<file path="config.mk">
export PLATFORM = sky130hd
export DESIGN_NAME = mwebr_seq_flat
export DESIGN_NICKNAME = d
export VERILOG_FILES = /design/src/sv/mwebr_pkg.sv /design/src/sv/mwebr_req_if.sv /design/src/sv/mwebr_seq.sv /design/src/flat_wrapper.sv
export SDC_FILE = /design/constraint.sdc
export NUM_CORES = 1
export LEC_CHECK = 0
export ABC_AREA = 1
export BUFFER_PORTS_ARGS = -buffer_cell sky130_fd_sc_hd__buf_2
export CAP_MARGIN = 20
export CORE_MARGIN = 5
export CORE_UTILIZATION = 57
export DETAILED_ROUTE_END_ITERATION = 8
export PLACE_DENSITY_LB_ADDON = 0.3
export SYNTH_ARGS = -nofsm -noshare
export SYNTH_HDL_FRONTEND = slang
export SYNTH_SLANG_ARGS = --single-unit
</file>
<file path="constraint.sdc">
create_clock -name clk -period 5.9 [get_ports clk]
set_input_delay 0.59 -clock clk [delete_from_list [all_inputs] [get_ports clk]]
set_output_delay 0.59 -clock clk [all_outputs]
set_load 0.02 [all_outputs]
</file>
<file path="src/sv/mwebr_pkg.sv">
package mwebr_pkg;

	// Default number of bytes in the store.
	localparam int unsigned DEPTH_DEF = 2048;

	// Width of the size register and its value after reset.
	localparam int unsigned SIZE_W = 12;
	localparam logic [SIZE_W-1:0] MEM_SIZE_RST = 12'd2048;

	// Operation codes of the kind field.
	localparam logic [1:0] KIND_READ  = 2'd0;
	localparam logic [1:0] KIND_WRITE = 2'd1;
	localparam logic [1:0] KIND_CLEAR = 2'd2;
	localparam logic [1:0] KIND_NONE  = 2'd3;

	// Access size codes.
	localparam logic [1:0] WCODE_BYTE = 2'd0;
	localparam logic [1:0] WCODE_HALF = 2'd1;
	localparam logic [1:0] WCODE_WORD = 2'd2;
	localparam logic [1:0] WCODE_RSVD = 2'd3;

	// Sequencer states.
	typedef enum logic [2:0] {
		ST_IDLE,
		ST_CHECK,
		ST_ACCESS,
		ST_DRAIN,
		ST_CLEAR,
		ST_DONE
	} state_t;

	// One byte access toward the store. The address is wide enough for
	// the largest store; the store uses only the bits it needs.
	typedef struct packed {
		logic        en;
		logic        we;
		logic [15:0] addr;
		logic [7:0]  wdata;
	} mem_req_t;

	// One finished result.
	typedef struct packed {
		logic [31:0] read_data;
		logic        range_error;
	} res_t;

endpackage

</file>
<file path="src/sv/mwebr_req_if.sv">
interface mwebr_req_if;
	logic        valid;
	logic        ready;
	logic [1:0]  kind;
	logic [15:0] address;
	logic [1:0]  width_code;
	logic        big_endian;
	logic [31:0] write_data;

	modport source (output valid, kind, address, width_code, big_endian, write_data,
		input ready);
	modport sink (input valid, kind, address, width_code, big_endian, write_data,
		output ready);
endinterface

</file>
<file path="src/sv/mwebr_seq.sv">
module mwebr_seq #(
	parameter int unsigned DEPTH = mwebr_pkg::DEPTH_DEF
) (
	input  logic                          clk,
	input  logic                          arst_n,
	mwebr_req_if.sink                     req,
	input  logic [mwebr_pkg::SIZE_W-1:0]  mem_size,
	output logic                          res_valid,
	output mwebr_pkg::res_t               res,
	input  logic                          res_ready,
	output mwebr_pkg::mem_req_t           mem_req,
	input  logic [7:0]                    mem_rdata
);

	localparam int unsigned AW = (DEPTH > 1) ? $clog2(DEPTH) : 1;
	localparam logic [16:0] DEPTH_W = 17'(DEPTH);
	localparam logic [AW-1:0] LAST_IDX = AW'(DEPTH - 1);

	mwebr_pkg::state_t state_q, state_d;

	logic [1:0]    kind_q;
	logic [15:0]   addr_q;
	logic [1:0]    wcode_q;
	logic          big_q;
	logic [31:0]   wdata_q;
	logic [1:0]    nm1_q;
	logic [1:0]    idx_q;
	logic [AW-1:0] clr_q;
	logic          err_q;
	logic [31:0]   rdata_q;
	logic          rd_pend_q;
	logic [1:0]    rd_pos_q;

	logic [15:0]   opa;
	logic [2:0]    opb;
	logic [16:0]   sum;
	logic [16:0]   size_use;
	logic [1:0]    pos;
	logic          accept;

	assign accept = req.valid && req.ready;

	// Size in use is the register, capped at the store depth.
	assign size_use = (17'(mem_size) > DEPTH_W) ? DEPTH_W : 17'(mem_size);

	// Byte position inside the word for the current step.
	assign pos = big_q ? (idx_q ^ nm1_q) : idx_q;

	// Shared adder: end of access in the check step, byte address in the
	// access steps, next address in the clear sweep.
	always_comb begin
		opa = addr_q;
		opb = 3'd0;
		unique case (state_q)
			mwebr_pkg::ST_CHECK: opb = {1'b0, nm1_q} + 3'd1;
			mwebr_pkg::ST_ACCESS: opb = {1'b0, idx_q};
			mwebr_pkg::ST_CLEAR: begin
				opa = 16'(clr_q);
				opb = 3'd1;
			end
			default: opb = 3'd0;
		endcase
	end
	assign sum = {1'b0, opa} + 17'(opb);

	// State register.
	always_ff @(posedge clk or negedge arst_n) begin
		if (!arst_n) begin
			state_q <= mwebr_pkg::ST_IDLE;
		end else begin
			state_q <= state_d;
		end
	end

	// Next state, store requests and handshake outputs.
	always_comb begin
		state_d = state_q;
		req.ready = 1'b0;
		res_valid = 1'b0;
		mem_req = '0;
		unique case (state_q)
			mwebr_pkg::ST_IDLE: begin
				req.ready = 1'b1;
				if (req.valid) begin
					if (req.kind == mwebr_pkg::KIND_CLEAR) begin
						state_d = mwebr_pkg::ST_CLEAR;
					end else if (req.kind == mwebr_pkg::KIND_NONE) begin
						state_d = mwebr_pkg::ST_DONE;
					end else begin
						state_d = mwebr_pkg::ST_CHECK;
					end
				end
			end
			mwebr_pkg::ST_CHECK: begin
				if (wcode_q == mwebr_pkg::WCODE_RSVD || sum > size_use) begin
					state_d = mwebr_pkg::ST_DONE;
				end else begin
					state_d = mwebr_pkg::ST_ACCESS;
				end
			end
			mwebr_pkg::ST_ACCESS: begin
				mem_req.en = 1'b1;
				mem_req.we = (kind_q == mwebr_pkg::KIND_WRITE);
				mem_req.addr = sum[15:0];
				mem_req.wdata = wdata_q[8*pos +: 8];
				if (idx_q == nm1_q) begin
					state_d = mwebr_pkg::ST_DRAIN;
				end
			end
			mwebr_pkg::ST_DRAIN: begin
				state_d = mwebr_pkg::ST_DONE;
			end
			mwebr_pkg::ST_CLEAR: begin
				mem_req.en = 1'b1;
				mem_req.we = 1'b1;
				mem_req.addr = 16'(clr_q);
				mem_req.wdata = wdata_q[7:0];
				if (clr_q == LAST_IDX) begin
					state_d = mwebr_pkg::ST_DONE;
				end
			end
			mwebr_pkg::ST_DONE: begin
				res_valid = 1'b1;
				if (res_ready) begin
					state_d = mwebr_pkg::ST_IDLE;
				end
			end
			default: state_d = mwebr_pkg::ST_IDLE;
		endcase
	end

	// Control flags of the running word.
	always_ff @(posedge clk or negedge arst_n) begin
		if (!arst_n) begin
			rd_pend_q <= 1'b0;
		end else begin
			rd_pend_q <= (state_q == mwebr_pkg::ST_ACCESS) && (kind_q == mwebr_pkg::KIND_READ);
		end
	end

	// Word fields, step counters and read assembly.
	always_ff @(posedge clk) begin
		rd_pos_q <= pos;
		if (accept) begin
			kind_q <= req.kind;
			addr_q <= req.address;
			wcode_q <= req.width_code;
			big_q <= req.big_endian;
			wdata_q <= req.write_data;
			idx_q <= 2'd0;
			clr_q <= '0;
			err_q <= 1'b0;
			rdata_q <= '0;
			unique case (req.width_code)
				mwebr_pkg::WCODE_BYTE: nm1_q <= 2'd0;
				mwebr_pkg::WCODE_HALF: nm1_q <= 2'd1;
				default: nm1_q <= 2'd3;
			endcase
		end else begin
			if (state_q == mwebr_pkg::ST_CHECK) begin
				err_q <= (wcode_q == mwebr_pkg::WCODE_RSVD) || (sum > size_use);
			end
			if (state_q == mwebr_pkg::ST_ACCESS) begin
				idx_q <= idx_q + 2'd1;
			end
			if (state_q == mwebr_pkg::ST_CLEAR) begin
				clr_q <= sum[AW-1:0];
			end
			if (rd_pend_q) begin
				rdata_q[8*rd_pos_q +: 8] <= mem_rdata;
			end
		end
	end

	assign res.read_data = rdata_q;
	assign res.range_error = err_q;

endmodule

</file>
<file path="src/flat_wrapper.sv">
// flat-port wrapper written by rule: the top's interface ports become plain ports
module mwebr_seq_flat 
#(
	parameter int unsigned DEPTH = mwebr_pkg::DEPTH_DEF
)
  (clk, arst_n, mem_size, res_valid, res, res_ready, mem_req, mem_rdata, req_valid, req_kind, req_address, req_width_code, req_big_endian, req_write_data, req_ready);
  mwebr_req_if req_i ();
  input  logic clk;
  input  logic arst_n;
  input  logic [mwebr_pkg::SIZE_W-1:0] mem_size;
  output logic res_valid;
  output mwebr_pkg::res_t res;
  input  logic res_ready;
  output mwebr_pkg::mem_req_t mem_req;
  input  logic [7:0] mem_rdata;
  input wire logic [$bits(req_i.valid)-1:0] req_valid;
  input wire logic [$bits(req_i.kind)-1:0] req_kind;
  input wire logic [$bits(req_i.address)-1:0] req_address;
  input wire logic [$bits(req_i.width_code)-1:0] req_width_code;
  input wire logic [$bits(req_i.big_endian)-1:0] req_big_endian;
  input wire logic [$bits(req_i.write_data)-1:0] req_write_data;
  output wire logic [$bits(req_i.ready)-1:0] req_ready;
  assign req_i.valid = req_valid;
  assign req_i.kind = req_kind;
  assign req_i.address = req_address;
  assign req_i.width_code = req_width_code;
  assign req_i.big_endian = req_big_endian;
  assign req_i.write_data = req_write_data;
  assign req_ready = req_i.ready;
  mwebr_seq #(.DEPTH(DEPTH)) u_core (.clk(clk), .arst_n(arst_n), .req(req_i), .mem_size(mem_size), .res_valid(res_valid), .res(res), .res_ready(res_ready), .mem_req(mem_req), .mem_rdata(mem_rdata));
endmodule
</file>
==> metrics.md <==
| Metric | Value |
|---|---|
| Outcome | `finished, final reports clean` |
| Combined area of all synthesized cells | `about 5300 um^2` |
| All-layer global routing usage | `between 20% and 30%` |
| Clock H-tree levels | `3` |
| Unrepaired setup endpoints after global routing | `false` |
| Iteration-0 DRC Markers | `between 200 and 300` |
| Via count of the first global-routing pass | `4529` |
| Number of enable-type register cells in the synthesized netlist | `55` |
| Final instance count without filler cells | `about 870` |
| Warnings, synthesis | `0` |
| DRC viols | `0` |
| Leakage component of the power | `roughly 2.9 nW` |
| Maximum number of pins on one net before global-route repair | `59` |
| Routing usage on met3 | `approximately 5%` |
| Clock skew after layout | `roughly 0.015 ns` |
| Worst slew margin relative to its limit | `between 30 and 40%` |
| Final nets | `851` |
| Leading cell type in the layout, fill and taps excluded | `nand2_1` |
| Post-Route WL | `approximately 13000 um` |
| Worst setup path class | `flip-flop to flip-flop` |
| HPWL reported at the end of detailed placement | `between 9000 and 10000 um` |
| Post-route design area | `between 6000 and 7000 um^2` |
| Sum of negative setup slack | `0 ns` |
| Count of unique library cells instantiated by Yosys | `46` |
| CORE AREA | `~9200 um^2` |
| Mapped Nets | `around 720` |
| Post-detailed-placement cell area | `~6100 um^2` |
| Maximum buffer depth of the clock tree | `2` |
| Data arrival time of the worst path | `4.84 ns` |
| Final hold violation count | `0` |
| Gate Count Post-Synth | `618` |
| Top-level port count | `approximately 140` |
| Share of synthesized registers carrying an async set or reset | `3.738%` |
| Initial cell density of the core | `just under 60%` |
| Share of synthesized area occupied by flip-flops and latches | `between 50% and 60%` |
| Worst reg-to-reg path cell count | `26` |
| Synth Area per Inst | `8.570 um^2` |
| Worst hold slack after final layout | `between 0.3 and 0.4 ns` |
| Worst skew pair latency | `0.37 ns` |
| Most congested layer reported by global routing | `met2` |
| Reg-to-reg critical path startpoint | `u_core.state_q[2]` |
| Die Width | `106.4 um` |
| Via/cell ratio | `between 5 and 6` |
| Final-report max-slew violation count | `0` |
| Power per unit of standard cell area | `roughly 430 nW/um^2` |
| First-pass GRT wire length | `~21000 um` |
| Initial antenna violation count | `1` |
| Maximum VDD drop | `roughly 0.21 mV` |
| Start point of the worst min-delay path | `req_write_data[22]` |
| # port buffers | `roughly 140` |
| Number of failing setup endpoints in the final timing report | `0` |
| Crit Reg-Reg Endpoint | `u_core.state_q[0]` |
| Post-synthesis sequential element count | `between 100 and 150` |
| Proportion of layout cells with a drive suffix above 1 | `about a quarter` |
| Y dimension of the die | `between 100 and 150 um` |
| Clock tree from TritonCTS | `yes` |
| Overall via count from detail_route | `between 4k and 5k` |
| CTS-repair resized insts | `0` |
| Final Wtd Congestion | `between 0.9 and 1` |
| Cts bufs inserted | `9` |
| Number of detailed-route iterations in the first pass | `5` |
| Area of the die | `roughly 11000 um^2` |
| Antenna fix cells | `0` |
| Required @ worst endpoint | `just over 6 ns` |
| Post-synthesis to final-layout area growth | `18.40%` |
| Met1 Usage GRT | `between 20% and 30%` |
| Tightest Hold Check Type | `input port to flip-flop` |
| Largest fanout on the critical path | `18` |
| CTS Root Buffer Type | `clkbuf_8` |
| Highest clock frequency the design can meet | `218.1 MHz` |
| Tightest Pin Transition | `~1.0 ns` |
| Final cycle utilization of the critical path | `between 70% and 80%` |
| Reg2Reg Setup Slack | `between 1 and 1.5 ns` |
| Final critical-path required period | `4.586 ns` |
| Final-layout fill cell count | `about 740` |
| Clock slew at the register clock pins of the worst setup and hold paths | `~0.1 ns` |
| Worst-case hold path end point | `u_core.wdata_q[22]` |
| Number of cells traversed by the worst hold path | `1` |
| M2 GR Usage | `about two fifths` |
| Commonest non-fill, non-tap cells in the layout | `nand2_1 (161), buf_2 (138), inv_1 (68), edfxtp_1 (55), a21oi_1 (50)` |
| Clock tree sinks | `about 110` |
| Number of cells after detailed placement | `between 800 and 900` |
| # Max-Cap Violations | `0` |
| Commonest register cell after synthesis | `edfxtp_1` |
| Final antenna-violating net count | `0` |
| Overflow after GRT | `0` |
| Startpoint type of the worst setup path | `flip-flop` |
| Routed WL per cell | `14.79 um` |
| Setup crit end kind | `flip-flop` |
| Number of rows created at floorplan | `35` |
[metal layers]
| metal | wire [um] | vias up |
|---|---|---|
| met3 | 924 | 22 |
| met5 | 0 | - |
| li1 | - | 2353 |
| met1 | 5426 | 2169 |
| met2 | 6247 | 164 |
| met4 | 253 | 0 |
[power breakdown]
part	switching (W)	leakage, nW	internal [W]
Combinational	0.000858	1.86	0.000408
Sequential	0.0000799	0.954	0.000944
Clock	0.000253	0.0931	0.000159
[critical path: stages (launching register included)]
cell and delay [ns]:
dfrtp_1 0.53, nor2_1 0.24, inv_1 0.06, nor2_1 0.14, clkinv_1 0.45, nor2_1 0.25, inv_1 0.11, o211ai_1 0.11
ha_1 0.22, fa_1 0.22, a21oi_1 0.11, nor2_4 0.16, nand2_2 0.09, nor2_2 0.14, nand2_1 0.08, o21ai_0 0.34
inv_1 0.09, ha_1 0.31, nand2_1 0.08, nor4_1 0.27, nand2_1 0.08, nand2_1 0.07, nand2_1 0.10, nand2_2 0.10
nand2_1 0.05, nand2_1 0.05, nand2_1 0.06
[state kept, by name (all words and copies together) (netlist names)]
signal	flops
u_core.addr_q	16
u_core.idx_q	2
u_core.kind_q	2
u_core.wcode_q	2
u_core.clr_q	11
u_core.wdata_q	32
u_core.rd_pos_q	2
u_core.rdata_q	32
u_core.nm1_q	2
u_core.err_q	1
u_core.state_q	3
u_core.big_q	1
u_core.rd_pend_q	1
[cell type report]
| cell class | count | area (um^2) | share of cell area (%) |
|---|---|---|---|
| Tap cell | 111 | 138.9 | 2.215 |
| Inverter | 72 | 270.3 | 4.310 |
| Clock inverter | 6 | 48.80 | 0.7781 |
| Multi-Input combinational cell | 420 | 2230 | 35.55 |
| Sequential cell | 107 | 2713 | 43.26 |
| Timing Repair Buffer | 143 | 743.2 | 11.85 |
| Clock buffer | 10 | 127.6 | 2.035 |
[how the worst max path moves through the flow]
| stage | start | endpoint | slack, ns | cells past startpoint |
|---|---|---|---|---|
| floorplan | u_core.state_q[2] | u_core.state_q[2] | 2.06 | 27 |
| global placement | u_core.state_q[2] | u_core.state_q[2] | 1.66 | 26 |
| detailed placement | u_core.state_q[2] | u_core.state_q[0] | 1.38 | 26 |
| CTS | u_core.state_q[2] | u_core.state_q[0] | 1.35 | 26 |
| global route | u_core.state_q[1] | u_core.state_q[2] | 0.73 | 27 |
| finish | u_core.state_q[2] | u_core.state_q[0] | 1.31 | 26 |
[Yosys cell counts (3+ instances only)]
| cell | number | area [um^2] |
|---|---|---|
| nand2_1 | 161 | 604.3 |
| inv_1 | 68 | 255.2 |
| edfxtp_1 | 55 | 1652 |
| a21oi_1 | 50 | 250.2 |
| nor2_1 | 49 | 183.9 |
| dfxtp_1 | 48 | 960.9 |
| o21ai_0 | 28 | 140.1 |
| ha_1 | 20 | 250.2 |
| nand3_1 | 19 | 95.09 |
| clkbuf_1 | 14 | 52.55 |
| nor3_1 | 10 | 50.05 |
| a22o_1 | 8 | 70.07 |
| o32ai_1 | 8 | 70.07 |
| nand2_2 | 7 | 43.79 |
| o22ai_1 | 6 | 37.54 |
| nor4_1 | 5 | 31.28 |
| o21ai_1 | 5 | 25.02 |
| a22oi_1 | 4 | 30.03 |
| dfrtp_1 | 4 | 100.1 |
| nand4_1 | 4 | 25.02 |
| nor2_4 | 4 | 45.04 |
| o211ai_1 | 4 | 30.03 |
| o21ai_2 | 3 | 26.28 |
| xnor2_1 | 3 | 26.28 |
| xor2_1 | 3 | 26.28 |
[kinds of logic after synthesis]
group,share of synthesized area [%]
buffers and inverters,6.686
flip-flops,51.22
AND/OR/NAND/NOR,21.95
adder cells (fa/ha/maj),5.103
XOR/XNOR,0.9924
AO/OA/AOI/OAI,14.06
[metrics by stage]
step | worst slack (ns) | utilization [%] | total power (W)
6_report | 1.314 | 68.52 | 0.002702
5_1_grt | 0.7304 | 68.52 | 0.002914
3_3_place_gp | 1.660 | 66.21 | 0.002255
3_5_place_dp | 1.375 | 66.21 | 0.002286
2_1_floorplan | 2.061 | - | 0.001966
4_1_cts | 1.347 | 68.24 | 0.002698
[timing repair]
item,4_1_cts,5_1_grt
hold buffers,1,0
buffers inserted,0,0
endpoints found under the setup margin,0,0
endpoints found under the hold margin,1,0
Power figures use the tool's default switching activity.
